===== src/sv/sbc_pkg.sv =====
// Shared types, constants and word functions for the SIMON block cipher.
package sbc_pkg;

  localparam int WORD_W    = 64;
  localparam int KEY_WORDS = 4;
  localparam int ZSEQ_LEN  = 62;
  localparam int ZIDX_W    = 6;
  localparam int NROUNDS_W = 7;

  // Configuration register indexes (byte address is 8 * index).
  localparam logic [2:0] REG_VARIANT = 3'd0;
  localparam logic [2:0] REG_KEY0    = 3'd1;
  localparam logic [2:0] REG_KEY1    = 3'd2;
  localparam logic [2:0] REG_KEY2    = 3'd3;
  localparam logic [2:0] REG_KEY3    = 3'd4;
  localparam logic [2:0] REG_DECRYPT = 3'd5;

  typedef struct packed {
    logic [WORD_W-1:0] half_high;
    logic [WORD_W-1:0] half_low;
  } in_item_t;

  typedef struct packed {
    logic [WORD_W-1:0] result_high;
    logic [WORD_W-1:0] result_low;
  } out_item_t;

  // Per-variant shape: word bits, four-key-word flag, round count, z sequence.
  typedef struct packed {
    logic [NROUNDS_W-1:0] wbits;
    logic                 m4;
    logic [NROUNDS_W-1:0] nrounds;
    logic [2:0]           zsel;
  } shape_t;

  // Character j of a sequence string sits at bit ZSEQ_LEN-1-j.
  localparam logic [ZSEQ_LEN-1:0] ZSEQ [5] = '{
    62'b11111010001001010110000111001101111101000100101011000011100110,
    62'b10001110111110010011000010110101000111011111001001100001011010,
    62'b10101111011100000011010010011000101000010001111110010110110011,
    62'b11011011101011000110010111100000010010001010011100110100001111,
    62'b11010001111001101011011000100000010111000011001010010011101111
  };

  function automatic shape_t shape_of(input logic [2:0] v);
    shape_t s;
    case (v)
      3'd0:    s = '{wbits: 7'd16, m4: 1'b1, nrounds: 7'd32, zsel: 3'd0};
      3'd1:    s = '{wbits: 7'd24, m4: 1'b0, nrounds: 7'd36, zsel: 3'd0};
      3'd2:    s = '{wbits: 7'd24, m4: 1'b1, nrounds: 7'd36, zsel: 3'd1};
      3'd3:    s = '{wbits: 7'd32, m4: 1'b1, nrounds: 7'd44, zsel: 3'd3};
      3'd4:    s = '{wbits: 7'd48, m4: 1'b0, nrounds: 7'd54, zsel: 3'd3};
      3'd5:    s = '{wbits: 7'd64, m4: 1'b0, nrounds: 7'd69, zsel: 3'd3};
      default: s = '{wbits: 7'd64, m4: 1'b1, nrounds: 7'd72, zsel: 3'd4};
    endcase
    return s;
  endfunction

  function automatic logic [WORD_W-1:0] word_mask(input logic [NROUNDS_W-1:0] wbits);
    logic [WORD_W-1:0] m;
    case (wbits)
      7'd16:   m = 64'h0000_0000_0000_FFFF;
      7'd24:   m = 64'h0000_0000_00FF_FFFF;
      7'd32:   m = 64'h0000_0000_FFFF_FFFF;
      7'd48:   m = 64'h0000_FFFF_FFFF_FFFF;
      default: m = 64'hFFFF_FFFF_FFFF_FFFF;
    endcase
    return m;
  endfunction

  // Rotate left by a fixed amount within a fixed width.
  function automatic logic [WORD_W-1:0] rotl_fix(input logic [WORD_W-1:0] v,
                                                 input int r, input int w);
    logic [WORD_W-1:0] m;
    logic [WORD_W-1:0] vm;
    m  = (w >= WORD_W) ? '1 : ((64'd1 << w) - 64'd1);
    vm = v & m;
    return ((vm << r) | (vm >> (w - r))) & m;
  endfunction

  function automatic logic [WORD_W-1:0] rotl_w(input logic [WORD_W-1:0] v, input int r,
                                               input logic [NROUNDS_W-1:0] wbits);
    logic [WORD_W-1:0] o;
    case (wbits)
      7'd16:   o = rotl_fix(v, r, 16);
      7'd24:   o = rotl_fix(v, r, 24);
      7'd32:   o = rotl_fix(v, r, 32);
      7'd48:   o = rotl_fix(v, r, 48);
      default: o = rotl_fix(v, r, 64);
    endcase
    return o;
  endfunction

  function automatic logic [WORD_W-1:0] rotr_w(input logic [WORD_W-1:0] v, input int r,
                                               input logic [NROUNDS_W-1:0] wbits);
    logic [WORD_W-1:0] o;
    case (wbits)
      7'd16:   o = rotl_fix(v, 16 - r, 16);
      7'd24:   o = rotl_fix(v, 24 - r, 24);
      7'd32:   o = rotl_fix(v, 32 - r, 32);
      7'd48:   o = rotl_fix(v, 48 - r, 48);
      default: o = rotl_fix(v, 64 - r, 64);
    endcase
    return o;
  endfunction

  function automatic logic [WORD_W-1:0] round_f(input logic [WORD_W-1:0] v,
                                                input logic [NROUNDS_W-1:0] wbits);
    return (rotl_w(v, 1, wbits) & rotl_w(v, 8, wbits)) ^ rotl_w(v, 2, wbits);
  endfunction

  function automatic logic z_bit(input logic [2:0] zsel, input logic [ZIDX_W-1:0] zidx);
    logic [ZSEQ_LEN-1:0] s;
    case (zsel)
      3'd0:    s = ZSEQ[0];
      3'd1:    s = ZSEQ[1];
      3'd2:    s = ZSEQ[2];
      3'd3:    s = ZSEQ[3];
      default: s = ZSEQ[4];
    endcase
    return s[6'd61 - zidx];
  endfunction

endpackage


===== src/sv/sbc_round_core.sv =====
// Shared SIMON round unit with its round sequencer and output register.
module sbc_round_core
  import sbc_pkg::*;
#(
  parameter int MAX_ROUNDS = 72
) (
  input  logic                              clk_i,
  input  logic                              rst_ni,
  input  logic                              start_i,
  input  in_item_t                          item_i,
  input  shape_t                            shape_i,
  input  logic                              decrypt_i,
  input  logic [$clog2(MAX_ROUNDS+1)-1:0]   rounds_i,
  input  logic [WORD_W-1:0]                 key_i,
  output logic [$clog2(MAX_ROUNDS)-1:0]     raddr_o,
  output logic                              busy_o,
  output logic                              out_valid_o,
  input  logic                              out_stall_i,
  output out_item_t                         out_data_o
);

  localparam int CNT_W  = $clog2(MAX_ROUNDS + 1);
  localparam int RIDX_W = $clog2(MAX_ROUNDS);

  localparam logic [1:0] ST_IDLE  = 2'd0;
  localparam logic [1:0] ST_RUN   = 2'd1;
  localparam logic [1:0] ST_FLUSH = 2'd2;

  logic [1:0]        state_q, state_d;
  logic [CNT_W-1:0]  rnd_q, rnd_d;
  logic [WORD_W-1:0] x_q, x_d, y_q, y_d;
  logic              out_valid_q, out_valid_d;
  out_item_t         out_q, out_d;

  logic [WORD_W-1:0] mask;
  logic [CNT_W-1:0]  rnd_nxt;
  logic              last;
  logic [CNT_W-1:0]  key_idx;

  always_comb begin
    mask    = word_mask(shape_i.wbits);
    rnd_nxt = rnd_q + CNT_W'(1);
    last    = (rnd_nxt == rounds_i);
    // Key index for the round about to run next cycle.
    if (state_q == ST_RUN) begin
      if (last) begin
        key_idx = '0;
      end else begin
        key_idx = decrypt_i ? (rounds_i - CNT_W'(1) - rnd_nxt) : rnd_nxt;
      end
    end else begin
      key_idx = decrypt_i ? (rounds_i - CNT_W'(1)) : '0;
    end
  end

  assign raddr_o = key_idx[RIDX_W-1:0];

  always_comb begin
    state_d     = state_q;
    rnd_d       = rnd_q;
    x_d         = x_q;
    y_d         = y_q;
    out_valid_d = out_valid_q;
    out_d       = out_q;
    if (out_valid_q && !out_stall_i) begin
      out_valid_d = 1'b0;
    end
    case (state_q)
      ST_IDLE: begin
        if (start_i) begin
          x_d     = item_i.half_high & mask;
          y_d     = item_i.half_low & mask;
          rnd_d   = '0;
          state_d = ST_RUN;
        end
      end
      ST_RUN: begin
        if (decrypt_i) begin
          y_d = x_q ^ round_f(y_q, shape_i.wbits) ^ key_i;
          x_d = y_q;
        end else begin
          x_d = y_q ^ round_f(x_q, shape_i.wbits) ^ key_i;
          y_d = x_q;
        end
        rnd_d = rnd_nxt;
        if (last) begin
          state_d = ST_FLUSH;
        end
      end
      ST_FLUSH: begin
        // Hold the finished block until the output register frees up.
        if (!out_valid_q || !out_stall_i) begin
          out_d       = '{result_high: x_q, result_low: y_q};
          out_valid_d = 1'b1;
          state_d     = ST_IDLE;
        end
      end
      default: begin
        state_d = ST_IDLE;
      end
    endcase
  end

  always_ff @(posedge clk_i or negedge rst_ni) begin
    if (!rst_ni) begin
      state_q     <= ST_IDLE;
      rnd_q       <= '0;
      out_valid_q <= 1'b0;
    end else begin
      state_q     <= state_d;
      rnd_q       <= rnd_d;
      out_valid_q <= out_valid_d;
    end
  end

  always_ff @(posedge clk_i) begin
    x_q   <= x_d;
    y_q   <= y_d;
    out_q <= out_d;
  end

  assign busy_o      = (state_q != ST_IDLE);
  assign out_valid_o = out_valid_q;
  assign out_data_o  = out_q;

endmodule


===== config.mk =====
export PLATFORM = sky130hd
export DESIGN_NAME = sbc_round_core
export DESIGN_NICKNAME = d
export VERILOG_FILES = /design/src/sv/sbc_pkg.sv /design/src/sv/sbc_round_core.sv
export SDC_FILE = /design/constraint.sdc
export NUM_CORES = 1
export LEC_CHECK = 0
export BUFFER_PORTS_ARGS = -buffer_cell sky130_fd_sc_hd__buf_2
export CAP_MARGIN = 40
export CORE_MARGIN = 2
export CORE_UTILIZATION = 58
export CTS_BUF_LIST = sky130_fd_sc_hd__clkbuf_8
export CTS_CLUSTER_SIZE = 8
export DETAILED_ROUTE_END_ITERATION = 12
export PLACE_DENSITY = 0.82
export SYNTH_ARGS = -nofsm -noshare
export SYNTH_HDL_FRONTEND = slang
export SYNTH_SLANG_ARGS = --single-unit

===== constraint.sdc =====
create_clock -name clk_i -period 23.5 [get_ports clk_i]
set_clock_uncertainty 0.1 [all_clocks]
set_input_delay 4.7 -clock clk_i [delete_from_list [all_inputs] [get_ports clk_i]]
set_output_delay 4.7 -clock clk_i [all_outputs]
set_load 0.05 [all_outputs]

* Word-level counts from Yosys, hierarchy flattened
Index checks and enable logic that the tools add are counted.
** Storage, ports and cells
- Bits in registers :: 266
- Input port bits :: 222
- Logic and storage cells :: 108
** Operators by class
- $add $sub $neg :: 3
- Eq/ne operators :: 10
- Muxes and demuxes :: 38
- Bitwise logic cells :: 40
- Reductions and logical operators :: 10
** Operators by type and width (count)
- one-hot mux 64 bit (4 select lines) :: 7
- two-way mux 64 bit :: 16
- bitwise XOR 64 bit :: 6
- bitwise AND 64 bit :: 4
- one-hot mux 64 bit (2 select lines) :: 2
- bitwise OR 64 x 1 -> 64 bit :: 2
- bitwise OR 64 x 2 -> 64 bit :: 2
- bitwise OR 64 x 8 -> 64 bit :: 2
- bitwise OR 48 x 1 -> 48 bit :: 2
- bitwise OR 48 x 2 -> 48 bit :: 2
- bitwise OR 48 x 8 -> 48 bit :: 2
- bitwise OR 32 x 1 -> 32 bit :: 2
- bitwise OR 32 x 2 -> 32 bit :: 2
- bitwise OR 32 x 8 -> 32 bit :: 2
- bitwise OR 24 x 1 -> 24 bit :: 2
- bitwise OR 24 x 2 -> 24 bit :: 2
- bitwise OR 24 x 8 -> 24 bit :: 2
- two-way mux 7 bit :: 5
- bitwise OR 16 x 1 -> 16 bit :: 2
- bitwise OR 16 x 2 -> 16 bit :: 2
- bitwise OR 16 x 8 -> 16 bit :: 2
- == test 7 x 5 -> 1 bit, second input constant :: 2
- == test 7 x 6 -> 1 bit, second input constant :: 2
- one-hot mux 7 bit (2 select lines) :: 1
- other kinds (17) :: 26

* Logic depth before layout (Yosys ltp)
- Word-level depth :: 10
- Depth in mapped cells :: 12
- Mapped depth without buffers :: 11

* Worst setup path before layout
No wires, ideal clock.
- Path kind :: in2out
- From :: in rounds_i[0]
- To :: out raddr_o[6]
- Data arrival time :: 7496 ps
- Path slack :: 11204 ps
- Cell stages on the path :: 11
- Cell sequence :: inv_1 > ha_1 > inv_1 > fa_1 > a21o_1 > a21oi_1 > o21bai_1 > a21oi_1 > mux2_2 > a311oi_1 > o21ai_0
** On the way
- Longest elaborated chain between the ends :: 5
- Elaborated cells on any way between the ends :: 7
** Ends and longest elaborated chain
- start, declared :: line sbc_round_core.sv:13 : input logic [$clog2(MAX_ROUNDS+1)-1:0] rounds_i,
- subtractor 7 x 1 -> 7 bit :: line sbc_round_core.sv:49, sbc_round_core.sv:52
- subtractor 7 bit :: line sbc_round_core.sv:49 : key_idx = decrypt_i ? (rounds_i - CNT_W'(1) - rnd_nxt) : rnd_nxt;
- two-way mux 7 bit :: line sbc_round_core.sv:49
- two-way mux 7 bit :: line sbc_round_core.sv:46 : if (last) begin
- two-way mux 7 bit * :: line sbc_round_core.sv:45 : if (state_q == ST_RUN) begin
- end, declared :: line sbc_round_core.sv:15 : output logic [$clog2(MAX_ROUNDS)-1:0] raddr_o,
Mark *: on every way between the ends. The rest lies on a longest branch, timed or not.

* Final worst setup path
Ends and elaborated chain as after synthesis.

==> results_dict.tcl <==
set metrics [dict create \
    crit_type "in -> out" \
    worstPathMaxFanout 3 \
    final_cell_mix "buf_2 (346), nand2_1 (285), edfxtp_1 (256), xnor2_1 (189), xor2_1 (158)" \
    post-route-period-util 0.520 \
    die_x_um 169 \
    ys.flop_type "edfxtp_1" \
    drcViolationCount 0 \
    ant_nets 0 \
    min_path_cells 2 \
    r2r_cells 5 \
    synth.net_count 1780 \
    slew_viol_final 0 \
    drt_iter0_drc 1826 \
    switching_power_mw 1.18 \
    worstMarginPinSlew_ns 0.849 \
    yosysSeqAreaShare 0.502 \
    post_cts_resized 0 \
    cp-end-kind "output pin" \
    core_sq_mm 0.0269 \
    viasPerCell 5.97 \
    powerDensity_mw_per_mm2 147 \
    wl_per_cell_um 21.6 \
    slew_headroom 0.434 \
    htree_levels 2 \
    drt-met1-wl_um 18000 \
    wirelength_um 48800 \
    syn_area_per_cell_sq_um 10.2 \
    ir_worst_vdd_mv 0.0983 \
    ios 359 \
    p_seq_frac 0.404 \
    clockRootBuffer "clkbuf_8" \
    gr-total-overflow 0 \
    cts_tree "built" \
    routed-wl-met3_um 5710 \
    max_freq_ghz 0.0819 \
    synth_cells 1549 \
    setup_viol 0 \
    grt_usage 0.331 \
    hp-class "reg -> reg" \
    cts_setup_buffers 0 \
    power_frac_clock 0.143 \
    rsz0062_at_grt "false" \
    crit_arrival_ns 7.42 \
    critPathLaunchType "primary input" \
    antenna_found_initial 19 \
    wl_met2_um 22700 \
    grt_max_degree 81 \
    nNetsFinal 2106 \
    drive_gt1_frac 0.227 \
    rows 60 \
    finalSetupTns_ns 0 \
    gp_congestion 0.936 \
    dr.pass1.iters 6 \
    fin_cells 2261 \
    clk_pin_slew_ns 0.05 \
    cts_made_buffers 45 \
    async_flop_share 0.0376 \
    dp_hpwl_um 34400 \
    place_inst 2169 \
    utilization 0.699 \
    fin_crit_ns 12.22 \
    synth-edff-count 256 \
    dieHeight_um 169 \
    p_int_mw 1.58 \
    portBuffers 347 \
    top_layer "met5" \
    syn_area_sq_mm 0.0158 \
    cts_hold_buf 0 \
    grt_pass1_vias 12773 \
    layout_commonest_cell "buf_2" \
    cp.required_ns 18.70 \
    total_power_mw 2.76 \
    final_hold_viol_count 0 \
    netSwitchingFraction 0.427 \
    clockBufferDepth 3 \
    hold_ws_ns 0.464 \
    yosysWarnings 0 \
    dieArea_sq_mm 0.0286 \
    areaGrowthSynthToFinish_pct 18.7 \
    initial_core_util 0.589 \
    grt_pass1_wl_um 72200 \
    vias 13492 \
    combPwrFrac 0.452 \
    cap_violations 0 \
    clock_sinks 266 \
    power.leakage_nw 7.54 \
    status "completed" \
    insertion_delay_ns 0.57 \
    yosys_register_bits 266 \
    yosysUniqueCellTypes 52 \
]
[final timing paths]
kind | from | end | slack, ns
max | rounds_i[0] | raddr_o[6] | 11.28
min | rnd_q[1] | rnd_q[1] | 0.46
max reg2reg | state_q[0] | out_data_o[36] | 20.82
min reg2reg | rnd_q[1] | rnd_q[1] | 0.46
max in group asynchronous | rst_ni | rnd_q[2] | 19.19
min in group asynchronous | rst_ni | rnd_q[4] | 3.90
[metal layers]
layer,GRT usage,vias up
li1,-,6101
met1,0.433,6305
met2,0.524,892
met3,0.0807,180
met4,0.153,14
met5,0,-
[sequential cells by signal, indices dropped and copies added (netlist names)]
| signal | flops |
|---|---|
| state_q | 2 |
| x_q | 64 |
| rnd_q | 7 |
| out_data_o | 128 |
| out_valid_o | 1 |
| y_q | 64 |
[stage by stage]
step	instance area (sq um)	setup slack, ns
after global placement	17800	11.28
after global routing	18800	11.06
final	18800	11.28
after CTS	18800	11.29
after detailed placement	17900	11.32
after floorplan	15800	11.20
[logic make-up (layout without fill, tap and decap cells)]
group / Yosys count / count (layout) / share of synthesized area
xor gates and xnor gates: 352 / 352 / 0.199
AOI/OAI and AO/OA: 266 / 266 / 0.0979
and+or+nand+nor: 515 / 515 / 0.142
DFF: 266 / 266 / 0.502
buffers and inverters: 99 / 457 / 0.0251
other: 0 / 13 / 0
adders and majority gates: 9 / 9 / 0.00759
muxes: 42 / 42 / 0.0266
[cell usage after synthesis, types with 2 or more instances]
cell / instances / area share
dfrtp_1: 10 / 0.016
buf_1: 4 / 0.00095
nor2b_1: 6 / 0.0024
xnor2_1: 189 / 0.10
a221oi_1: 2 / 0.0011
o21bai_1: 2 / 0.00095
o32a_1: 2 / 0.0013
o22ai_1: 45 / 0.018
buf_2: 8 / 0.0025
a22oi_4: 2 / 0.0027
a22oi_1: 3 / 0.0014
xor2_1: 158 / 0.087
inv_1: 12 / 0.0028
a211o_1: 7 / 0.0039
nor2_1: 72 / 0.017
a21o_1: 2 / 0.00095
ha_1: 8 / 0.0063
xnor3_1: 4 / 0.0057
nor3_1: 7 / 0.0022
and3_1: 7 / 0.0028
nand3_1: 71 / 0.022
edfxtp_1: 256 / 0.49
o21ai_1: 37 / 0.012
nand3b_1: 3 / 0.0014
buf_6: 2 / 0.0014
mux2i_1: 41 / 0.026
a22o_1: 8 / 0.0044
o21ai_0: 95 / 0.030
and2_1: 2 / 0.00079
nand2_1: 285 / 0.068
clkbuf_1: 72 / 0.017
or3_1: 49 / 0.019
a31oi_1: 11 / 0.0043
or4_1: 3 / 0.0014
nand2b_1: 4 / 0.0016
a21oi_1: 44 / 0.014
[power groups by stage]
stage	clock network, mW	logic, mW	registers (mW)
after floorplan	0	1.01	0.960
after global placement	0	1.16	1.10
after detailed placement	0	1.22	1.10
after CTS	0.396	1.24	1.10
after global routing	0.418	1.38	1.12
final	0.395	1.25	1.12
[final cells by class]
| cell class | instances | area, sq um |
|---|---|---|
| Fill cell | 2061 | 8090 |
| Sequential cell | 266 | 7940 |
| Multi-Input combinational cell | 1184 | 7530 |
| Timing Repair Buffer | 365 | 1980 |
| Clock buffer | 46 | 633 |
| Tap cell | 341 | 427 |
| Clock inverter | 33 | 194 |
| Inverter | 13 | 51.3 |
| Antenna cell | 13 | 32.5 |
[critical path: stages]
cell and delay [ns]:
buf_2 0.12, inv_1 0.09, ha_1 0.22, xor2_1 0.23
ha_1 0.30, a21o_1 0.19, a21oi_1 0.22, o21bai_1 0.10
a21oi_1 0.25, mux2_2 0.37, a311oi_1 0.26, o21ai_0 0.13
buf_2 0.23
Power figures use the tool's default switching activity.
