[src/sv/sbc_pkg.sv]
// Shared types, constants and word functions for the SIMON block cipher.
package sbc_pkg;

  localparam int WORD_W    = 64;
  localparam int KEY_WORDS = 4;
  localparam int ZSEQ_LEN  = 62;
  localparam int ZIDX_W    = 6;
  localparam int NROUNDS_W = 7;

  // Configuration register indexes (byte address is 8 * index).
  localparam logic [2:0] REG_VARIANT = 3'd0;
  localparam logic [2:0] REG_KEY0    = 3'd1;
  localparam logic [2:0] REG_KEY1    = 3'd2;
  localparam logic [2:0] REG_KEY2    = 3'd3;
  localparam logic [2:0] REG_KEY3    = 3'd4;
  localparam logic [2:0] REG_DECRYPT = 3'd5;

  typedef struct packed {
    logic [WORD_W-1:0] half_high;
    logic [WORD_W-1:0] half_low;
  } in_item_t;

  typedef struct packed {
    logic [WORD_W-1:0] result_high;
    logic [WORD_W-1:0] result_low;
  } out_item_t;

  // Per-variant shape: word bits, four-key-word flag, round count, z sequence.
  typedef struct packed {
    logic [NROUNDS_W-1:0] wbits;
    logic                 m4;
    logic [NROUNDS_W-1:0] nrounds;
    logic [2:0]           zsel;
  } shape_t;

  // Character j of a sequence string sits at bit ZSEQ_LEN-1-j.
  localparam logic [ZSEQ_LEN-1:0] ZSEQ [5] = '{
    62'b11111010001001010110000111001101111101000100101011000011100110,
    62'b10001110111110010011000010110101000111011111001001100001011010,
    62'b10101111011100000011010010011000101000010001111110010110110011,
    62'b11011011101011000110010111100000010010001010011100110100001111,
    62'b11010001111001101011011000100000010111000011001010010011101111
  };

  function automatic shape_t shape_of(input logic [2:0] v);
    shape_t s;
    case (v)
      3'd0:    s = '{wbits: 7'd16, m4: 1'b1, nrounds: 7'd32, zsel: 3'd0};
      3'd1:    s = '{wbits: 7'd24, m4: 1'b0, nrounds: 7'd36, zsel: 3'd0};
      3'd2:    s = '{wbits: 7'd24, m4: 1'b1, nrounds: 7'd36, zsel: 3'd1};
      3'd3:    s = '{wbits: 7'd32, m4: 1'b1, nrounds: 7'd44, zsel: 3'd3};
      3'd4:    s = '{wbits: 7'd48, m4: 1'b0, nrounds: 7'd54, zsel: 3'd3};
      3'd5:    s = '{wbits: 7'd64, m4: 1'b0, nrounds: 7'd69, zsel: 3'd3};
      default: s = '{wbits: 7'd64, m4: 1'b1, nrounds: 7'd72, zsel: 3'd4};
    endcase
    return s;
  endfunction

  function automatic logic [WORD_W-1:0] word_mask(input logic [NROUNDS_W-1:0] wbits);
    logic [WORD_W-1:0] m;
    case (wbits)
      7'd16:   m = 64'h0000_0000_0000_FFFF;
      7'd24:   m = 64'h0000_0000_00FF_FFFF;
      7'd32:   m = 64'h0000_0000_FFFF_FFFF;
      7'd48:   m = 64'h0000_FFFF_FFFF_FFFF;
      default: m = 64'hFFFF_FFFF_FFFF_FFFF;
    endcase
    return m;
  endfunction

  // Rotate left by a fixed amount within a fixed width.
  function automatic logic [WORD_W-1:0] rotl_fix(input logic [WORD_W-1:0] v,
                                                 input int r, input int w);
    logic [WORD_W-1:0] m;
    logic [WORD_W-1:0] vm;
    m  = (w >= WORD_W) ? '1 : ((64'd1 << w) - 64'd1);
    vm = v & m;
    return ((vm << r) | (vm >> (w - r))) & m;
  endfunction

  function automatic logic [WORD_W-1:0] rotl_w(input logic [WORD_W-1:0] v, input int r,
                                               input logic [NROUNDS_W-1:0] wbits);
    logic [WORD_W-1:0] o;
    case (wbits)
      7'd16:   o = rotl_fix(v, r, 16);
      7'd24:   o = rotl_fix(v, r, 24);
      7'd32:   o = rotl_fix(v, r, 32);
      7'd48:   o = rotl_fix(v, r, 48);
      default: o = rotl_fix(v, r, 64);
    endcase
    return o;
  endfunction

  function automatic logic [WORD_W-1:0] rotr_w(input logic [WORD_W-1:0] v, input int r,
                                               input logic [NROUNDS_W-1:0] wbits);
    logic [WORD_W-1:0] o;
    case (wbits)
      7'd16:   o = rotl_fix(v, 16 - r, 16);
      7'd24:   o = rotl_fix(v, 24 - r, 24);
      7'd32:   o = rotl_fix(v, 32 - r, 32);
      7'd48:   o = rotl_fix(v, 48 - r, 48);
      default: o = rotl_fix(v, 64 - r, 64);
    endcase
    return o;
  endfunction

  function automatic logic [WORD_W-1:0] round_f(input logic [WORD_W-1:0] v,
                                                input logic [NROUNDS_W-1:0] wbits);
    return (rotl_w(v, 1, wbits) & rotl_w(v, 8, wbits)) ^ rotl_w(v, 2, wbits);
  endfunction

  function automatic logic z_bit(input logic [2:0] zsel, input logic [ZIDX_W-1:0] zidx);
    logic [ZSEQ_LEN-1:0] s;
    case (zsel)
      3'd0:    s = ZSEQ[0];
      3'd1:    s = ZSEQ[1];
      3'd2:    s = ZSEQ[2];
      3'd3:    s = ZSEQ[3];
      default: s = ZSEQ[4];
    endcase
    return s[6'd61 - zidx];
  endfunction

endpackage

[src/sv/sbc_key_sched.sv]
// Round key expansion sequencer: one round key written to the store per cycle.
module sbc_key_sched
  import sbc_pkg::*;
#(
  parameter int MAX_ROUNDS = 72
) (
  input  logic                                clk_i,
  input  logic                                rst_ni,
  input  logic                                start_i,
  input  shape_t                              shape_i,
  input  logic [$clog2(MAX_ROUNDS+1)-1:0]     rounds_i,
  input  logic [KEY_WORDS-1:0][WORD_W-1:0]    key_i,
  output logic                                busy_o,
  output logic                                we_o,
  output logic [$clog2(MAX_ROUNDS)-1:0]       waddr_o,
  output logic [WORD_W-1:0]                   wdata_o
);

  localparam int CNT_W  = $clog2(MAX_ROUNDS + 1);
  localparam int RIDX_W = $clog2(MAX_ROUNDS);

  logic                    busy_q, busy_d;
  logic [CNT_W-1:0]        idx_q, idx_d;
  logic [ZIDX_W-1:0]       zidx_q, zidx_d;
  // win_q[3] is key i-1, win_q[0] is key i-4.
  logic [3:0][WORD_W-1:0]  win_q, win_d;

  logic [WORD_W-1:0] mask;
  logic [WORD_W-1:0] t0, t1, t2, kim, gen, new_key;
  logic              from_key;

  always_comb begin
    mask     = word_mask(shape_i.wbits);
    from_key = idx_q < (shape_i.m4 ? CNT_W'(4) : CNT_W'(3));
    t0       = rotr_w(win_q[3], 3, shape_i.wbits);
    t1       = shape_i.m4 ? (t0 ^ win_q[1]) : t0;
    t2       = t1 ^ rotr_w(t1, 1, shape_i.wbits);
    kim      = shape_i.m4 ? win_q[0] : win_q[1];
    gen      = (~kim & mask) ^ t2 ^ {{(WORD_W-1){1'b0}}, z_bit(shape_i.zsel, zidx_q)}
               ^ 64'd3;
    new_key  = from_key ? (key_i[idx_q[1:0]] & mask) : gen;
  end

  always_comb begin
    busy_d = busy_q;
    idx_d  = idx_q;
    zidx_d = zidx_q;
    win_d  = win_q;
    if (start_i) begin
      busy_d = 1'b1;
      idx_d  = '0;
      zidx_d = '0;
    end else if (busy_q) begin
      win_d = {new_key, win_q[3:1]};
      idx_d = idx_q + CNT_W'(1);
      if (!from_key) begin
        zidx_d = (zidx_q == ZIDX_W'(ZSEQ_LEN - 1)) ? '0 : zidx_q + ZIDX_W'(1);
      end
      if (idx_q == rounds_i - CNT_W'(1)) begin
        busy_d = 1'b0;
      end
    end
  end

  always_ff @(posedge clk_i or negedge rst_ni) begin
    if (!rst_ni) begin
      busy_q <= 1'b0;
      idx_q  <= '0;
      zidx_q <= '0;
    end else begin
      busy_q <= busy_d;
      idx_q  <= idx_d;
      zidx_q <= zidx_d;
    end
  end

  always_ff @(posedge clk_i) begin
    win_q <= win_d;
  end

  assign busy_o  = busy_q;
  assign we_o    = busy_q && !start_i;
  assign waddr_o = idx_q[RIDX_W-1:0];
  assign wdata_o = new_key;

endmodule

[config.mk]
export PLATFORM = sky130hd
export DESIGN_NAME = sbc_key_sched
export DESIGN_NICKNAME = d
export VERILOG_FILES = /design/src/sv/sbc_pkg.sv /design/src/sv/sbc_key_sched.sv
export SDC_FILE = /design/constraint.sdc
export NUM_CORES = 1
export LEC_CHECK = 0
export BUFFER_PORTS_ARGS = -buffer_cell sky130_fd_sc_hd__buf_2
export CAP_MARGIN = 20
export CORE_ASPECT_RATIO = 1.4
export CORE_MARGIN = 2
export CORE_UTILIZATION = 40
export DETAILED_ROUTE_END_ITERATION = 8
export PLACE_DENSITY = 0.69
export SYNTH_ARGS = -nofsm -noshare
export SYNTH_HDL_FRONTEND = slang
export SYNTH_SLANG_ARGS = --single-unit
export TNS_END_PERCENT = 50
[constraint.sdc]
create_clock -name clk_i -period 18.9 [get_ports clk_i]
set_input_delay 3.78 -clock clk_i [delete_from_list [all_inputs] [get_ports clk_i]]
set_output_delay 3.78 -clock clk_i [all_outputs]
set_load 0.01 [all_outputs]
# Word level (Yosys, flattened, before mapping)
# Cells that the tools add are included.
word_totals:
  wordCells: 70
  out_inout_bits: 73
  reg_bits: 270
  input_bits: 284
op_classes:
  n_reduce_logical: 6
  add_sub_neg: 4
  eq_ne: 10
  n_mux: 21
  order_cmp: 3
  bitwise: 19
ops:
  columns: ["op", "n"]
  rows:
  - ["64-bit case mux with 4 select lines", 3]
  - ["64-bit 2-to-1 mux", 4]
  - ["61-bit case mux with 4 select lines", 1]
  - ["64-bit bitwise XOR", 3]
  - ["64-bit bitwise AND", 2]
  - ["64-bit binary-select mux with 2-bit select", 1]
  - ["64-bit NOT", 1]
  - ["64-bit by 61-bit bitwise OR with 64-bit output", 1]
  - ["64-bit by 63-bit bitwise OR with 64-bit output", 1]
  - ["64-bit by 1-bit bitwise XOR with 64-bit output", 1]
  - ["48-bit by 45-bit bitwise OR with 48-bit output", 1]
  - ["48-bit by 47-bit bitwise OR with 48-bit output", 1]
  - ["32-bit by 29-bit bitwise OR with 32-bit output", 1]
  - ["32-bit by 31-bit bitwise OR with 32-bit output", 1]
  - ["6-bit 2-to-1 mux", 4]
  - ["24-bit by 21-bit bitwise OR with 24-bit output", 1]
  - ["24-bit by 23-bit bitwise OR with 24-bit output", 1]
  - ["16-bit by 13-bit bitwise OR with 16-bit output", 1]
  - ["16-bit by 15-bit bitwise OR with 16-bit output", 1]
  - ["7-bit by 5-bit == test with 1-bit output (second input constant)", 2]
  - ["7-bit by 6-bit == test with 1-bit output (second input constant)", 2]
  - ["7-bit 2-to-1 mux", 2]
  - ["7-bit by 1-bit adder with 7-bit output (second input constant)", 1]
  - ["7-bit == test", 1]
  - ["other kinds (20)", 25]

# Logic depth before layout (Yosys ltp)
logic_depth:
  ltp_word: 11
  depth_mapped: 11
  depth_no_buf: 9

# Least setup slack after synthesis
# Ideal clock, no wire load.
synth_timing:
  path_type: "input port to output port"
  startpoint: "input start_i"
  endpoint: "output we_o"
  path_stages: 1
  n_path_buf: 0
  required_ns: 15.120
  slack_ns: -0.108
  arrival_ns: 15.228
  path_cell_list: "nor2b_1"
synth_between:
  elab_chain_cells: 2
synth_rtl:
  columns: ["item", "line_no", "source"]
  rows:
  - ["from (decl)", "sbc_key_sched.sv:9", "input logic start_i,"]
  - ["1-bit logical NOT", "sbc_key_sched.sv:82", "assign we_o = busy_q && !start_i;"]
  - ["1-bit logical AND", "sbc_key_sched.sv:82", null]
  - ["to (decl)", "sbc_key_sched.sv:14", "output logic we_o,"]
# Every way passes these cells.

# Worst setup path after layout
layout_timing:
  startpoint: "input shape_i[10] (netlist bit)"
  endpoint: "output wdata_o[31]"
layout_between:
  elab_chain_cells: 7
  elab_cells_between_ends: 14
  cone_classes: "order compare: 1; mux: 5; bitwise: 8"
layout_rtl:
  columns: ["item", "line_no", "source"]
  rows:
  - ["from (decl)", "sbc_key_sched.sv:10", "input shape_t shape_i,"]
  - ["64-bit 2-to-1 mux", "sbc_key_sched.sv:36", "t1 = shape_i.m4 ? (t0 ^ win_q[1]) : t0;"]
  - ["64-bit by 63-bit bitwise OR with 64-bit output, or another cell as far along", "sbc_pkg.sv:78", "return ((vm << r) | (vm >> (w - r))) & m;"]
  - ["64-bit case mux with 4 select lines", "sbc_pkg.sv:97", "case (wbits)"]
  - ["64-bit bitwise XOR", "sbc_key_sched.sv:37", "t2 = t1 ^ rotr_w(t1, 1, shape_i.wbits);"]
  - ["64-bit bitwise XOR", "sbc_key_sched.sv:39", "gen = (~kim & mask) ^ t2 ^ {{(WORD_W-1){1'b0}}, z_bit(shape_i.zsel, zidx_q)}"]
  - ["64-bit by 1-bit bitwise XOR with 64-bit output", "sbc_key_sched.sv:39", null]
  - ["64-bit 2-to-1 mux (*)", "sbc_key_sched.sv:41", "new_key = from_key ? (key_i[idx_q[1:0]] & mask) : gen;"]
  - ["to (decl)", "sbc_key_sched.sv:16", "output logic [WORD_W-1:0] wdata_o"]
# Every way passes the cells marked *; elsewhere a longest branch is shown, timed or not.

==> results by group <==
Status
  • Run status: finished clean

Critical path
  • Worst Path Required: 15.12 ns
  • Worst-path fanout max: 84
  • Element type at the critical path start: input port
  • Delay-heaviest family, CP: buffers and inverters
  • Worst path bufs/invs: 4
  • Crit path DAT: 7.14 ns
  • CP max stage delay: 0.68 ns
  • CP endpoint kind: output pin
  • Crit-path cells: buf_4 -> inv_2 -> ha_1 -> o21ai_0 -> and2_4 -> buf_4 -> nand2_1 -> o41a_1 -> o21ai_0 -> buf_2
  • CP Class: in2out
  • Critical path's slowest cell: buf_4

Floorplanning
  • Core area: 38500 um2
  • Die width: 170.9 um
  • Total die area: between 40000 and 50000 um2
  • Die Y-Extent: 237.6 um
  • Initial Util: 40.50%
  • Placement Rows: 85
  • IO Pins: 357

Logic synthesis
  • Cell accounting for the most synthesized area: edfxtp_1
  • Mapped cell area: 15590 um2
  • Syn avg cell area: 11.94 um2
  • Top_reg_cell synth: edfxtp_1
  • Top cell type's share of synthesized area: 49.31%
  • Post-synthesis compound-gate area fraction: between 10% and 20%
  • YS warnings: 0
  • Fraction of registers with async set/reset: 5.185%
  • Sequential area share after synthesis: about half
  • Synthesized flop and latch total: 270
  • Largest family of logic cells by synthesized area: XOR/XNOR gates
  • Xor-xnor portion of the synthesized cell area: 13.03%
  • Simple-gate share of the synthesized area: 9.879%
  • Post-Syn Nets: 1598
  • Mux cell area share after synthesis: 10.74%
  • Post-Synth Adder-Cell Area: less than 1%
  • Leading cell types by total area after synthesis: edfxtp_1 49%, xnor2_1 9.9%, mux4_2 9.2%
  • Post-synth EDFFs: 256
  • Mapped Cells: ~1300
  • Yosys cell types: 70

Layout
  • Multi-input gate area: roughly 7000 um2
  • Commonest non-fill, non-tap cell in the layout: buf_2
  • Nets: 1901
  • Commonest cells after routing, fill and taps aside: 348 x buf_2, 256 x edfxtp_1, 176 x xnor2_1
  • Layout area overhead: 19.52%
  • Fill cells: roughly 3500
  • Seq. cell area: 8045 um2
  • Final instance area: ~19000 um2
  • Share of cells above drive strength 1: 29.53%

Timing
  • Fmax: a little over 90 MHz
  • Worst rel slew slack: between 20 and 30%
  • Final min period: 10.92 ns
  • Worst Tran Pin Value: 1.067 ns
  • Post-route setup TNS: 0 ns
  • Final setup viols: 0
  • Final Hold Viols: 0
  • RSZ-0062 raised after global routing: no
  • Final period utilization: 57.79%
  • Clk_skew: 0.01395 ns
  • Final count of pins violating max slew: 0

Clock tree
  • Post-CTS Hold Buffers: 0
  • Total clock sinks: 270
  • CTS tree: built
  • Clock transition at the registers of the reported paths: 0.06 ns
  • Worst skew pair latency: 0.56 ns
  • Setup Fix Bufs, Post-CTS: 0
  • # H-tree levels: 1
  • Root Buffer: clkbuf_16
  • CTS Buf Count: 28
  • Cts repair resizes: 0
  • Max clock buf depth: 3

Route
  • # DRC: 0
  • Drt via density: 5.468
  • Final Routed Wirelength: 39950 um
  • Antenna viol nets, final: 0
  • Total number of vias: 11773
  • Detailed Route Iter0 Violations: 632
  • Routed len/inst: 18.56 um
  • Pre-antenna DRT Iters: 5

Power
  • Leakage: 6.907 nW
  • Tot Pwr: 1.999 mW
  • Pwr/cell area: 107.3 nW/um2
  • Worst vdd ir: 66.86 uV

Placed design
  • Routability Congestion: 0.8282
  • # port buffers: 349
  • Hpwl dp: 28280 um
  • DP Area: 17740 um2

Global routing
  • Overflow after GRT: 0
  • Antenna violations before repair: 2
  • Gr usage total: 19.00%
  • First-pass GRT wire length: between 60000 and 70000 um
  • Vias in the first global route: 11431
  • Pin count of the biggest net entering global routing: ~170

Worst hold path
  • HP Class: reg2reg

Job
  • Max_cap viols: 0
-- cells by family (layout without fill, tap and decap cells) --
| kind of cell | after synthesis | in the layout |
|---|---|---|
| other | 0 | 2 |
| XOR/XNOR | 232 | 232 |
| flip-flops | 270 | 270 |
| adder cells (fa/ha/maj) | 8 | 8 |
| AND/OR/NAND/NOR | 323 | 323 |
| buffers and inverters | 93 | 416 |
| multiplexers | 84 | 84 |
| AO/OA/AOI/OAI | 296 | 296 |
-- layout make-up --
type                    instances  area share [%]
flip-flops and latches        270           43.17
multi-input cells             943           38.55
repair buffers                358           9.817
clock buffers                  33           3.861
well taps                     522           3.505
clock inverters                17          0.9065
inverters                       8          0.1611
diodes                          2         0.02686
-- power by group --
group | switching, mW | internal (mW) | total (mW)
Combinational | 0.318 | 0.279 | 0.597
Clock | 0.232 | 0.312 | 0.544
Sequential | 0.0912 | 0.767 | 0.858
-- registers in the layout, indices dropped and copies added (netlist names) --
| signal | cells |
|---|---|
| win_q | 256 |
| waddr_o | 7 |
| busy_o | 1 |
| zidx_q | 6 |
-- cell usage after synthesis, types with 3 or more instances --
cell,instances
a21oi_1,67
nor4_1,5
o21ai_0,103
xor2_1,56
or3_1,6
buf_1,17
o21a_1,3
nand2_1,107
dfrtp_1,14
mux2_2,6
o21bai_1,4
a32oi_1,20
inv_1,7
ha_1,8
mux4_2,64
mux2i_1,12
a221oi_1,3
edfxtp_1,256
a31oi_1,8
nor2b_1,12
o21ai_1,4
nor2_1,79
xnor2_1,176
nand4_1,7
o211ai_1,16
a22oi_1,9
a22o_1,3
and2_1,23
o31a_1,5
nand2b_1,3
a21boi_0,3
nor3_1,13
buf_2,16
nand3b_1,3
nand4b_1,3
clkbuf_1,50
nand3_1,42
o22ai_1,23
nor3b_1,5
and3_1,5
-- path summary, 6_finish.rpt --
path / slack (ns) / cells past startpoint / end / from
min in group asynchronous: 3.10 / 1 / waddr_o[3]$_DFFE_PN0P_ / rst_ni
min reg2reg: 0.41 / 0 / win_q[85]$_DFFE_PP_ / win_q[149]$_DFFE_PP_
max in group asynchronous: 15.52 / 1 / waddr_o[0]$_DFFE_PN0P_ / rst_ni
max reg2reg: 14.84 / 8 / win_q[223]$_DFFE_PP_ / waddr_o[1]$_DFFE_PN0P_
max: 7.98 / 10 / wdata_o[31] / shape_i[10]
min: 0.41 / 0 / win_q[85]$_DFFE_PP_ / win_q[149]$_DFFE_PP_
-- stage by stage --
step	util, %	worst slack, ns	hold WS [ns]	cells
3_5_place_dp	46.08	7.972	0.4045	2101
5_1_grt	48.40	7.791	0.4167	2153
2_1_floorplan	-	4.862	0.4003	1306
6_report	48.40	7.978	0.4134	2153
3_3_place_gp	46.08	8.022	0.4011	2101
4_1_cts	48.39	7.974	0.4172	2151
-- layer usage --
metal / GRT usage, % / vias to the layer above / share of wire, %
met4: 7.011 / 0 / 3.1
met1: 23.18 / 5763 / 39
met5: 0 / - / 0
li1: - / 5532 / -
met3: 2.115 / 74 / 5.4
met2: 34.35 / 404 / 52
(Power assumes the default switching activity.)
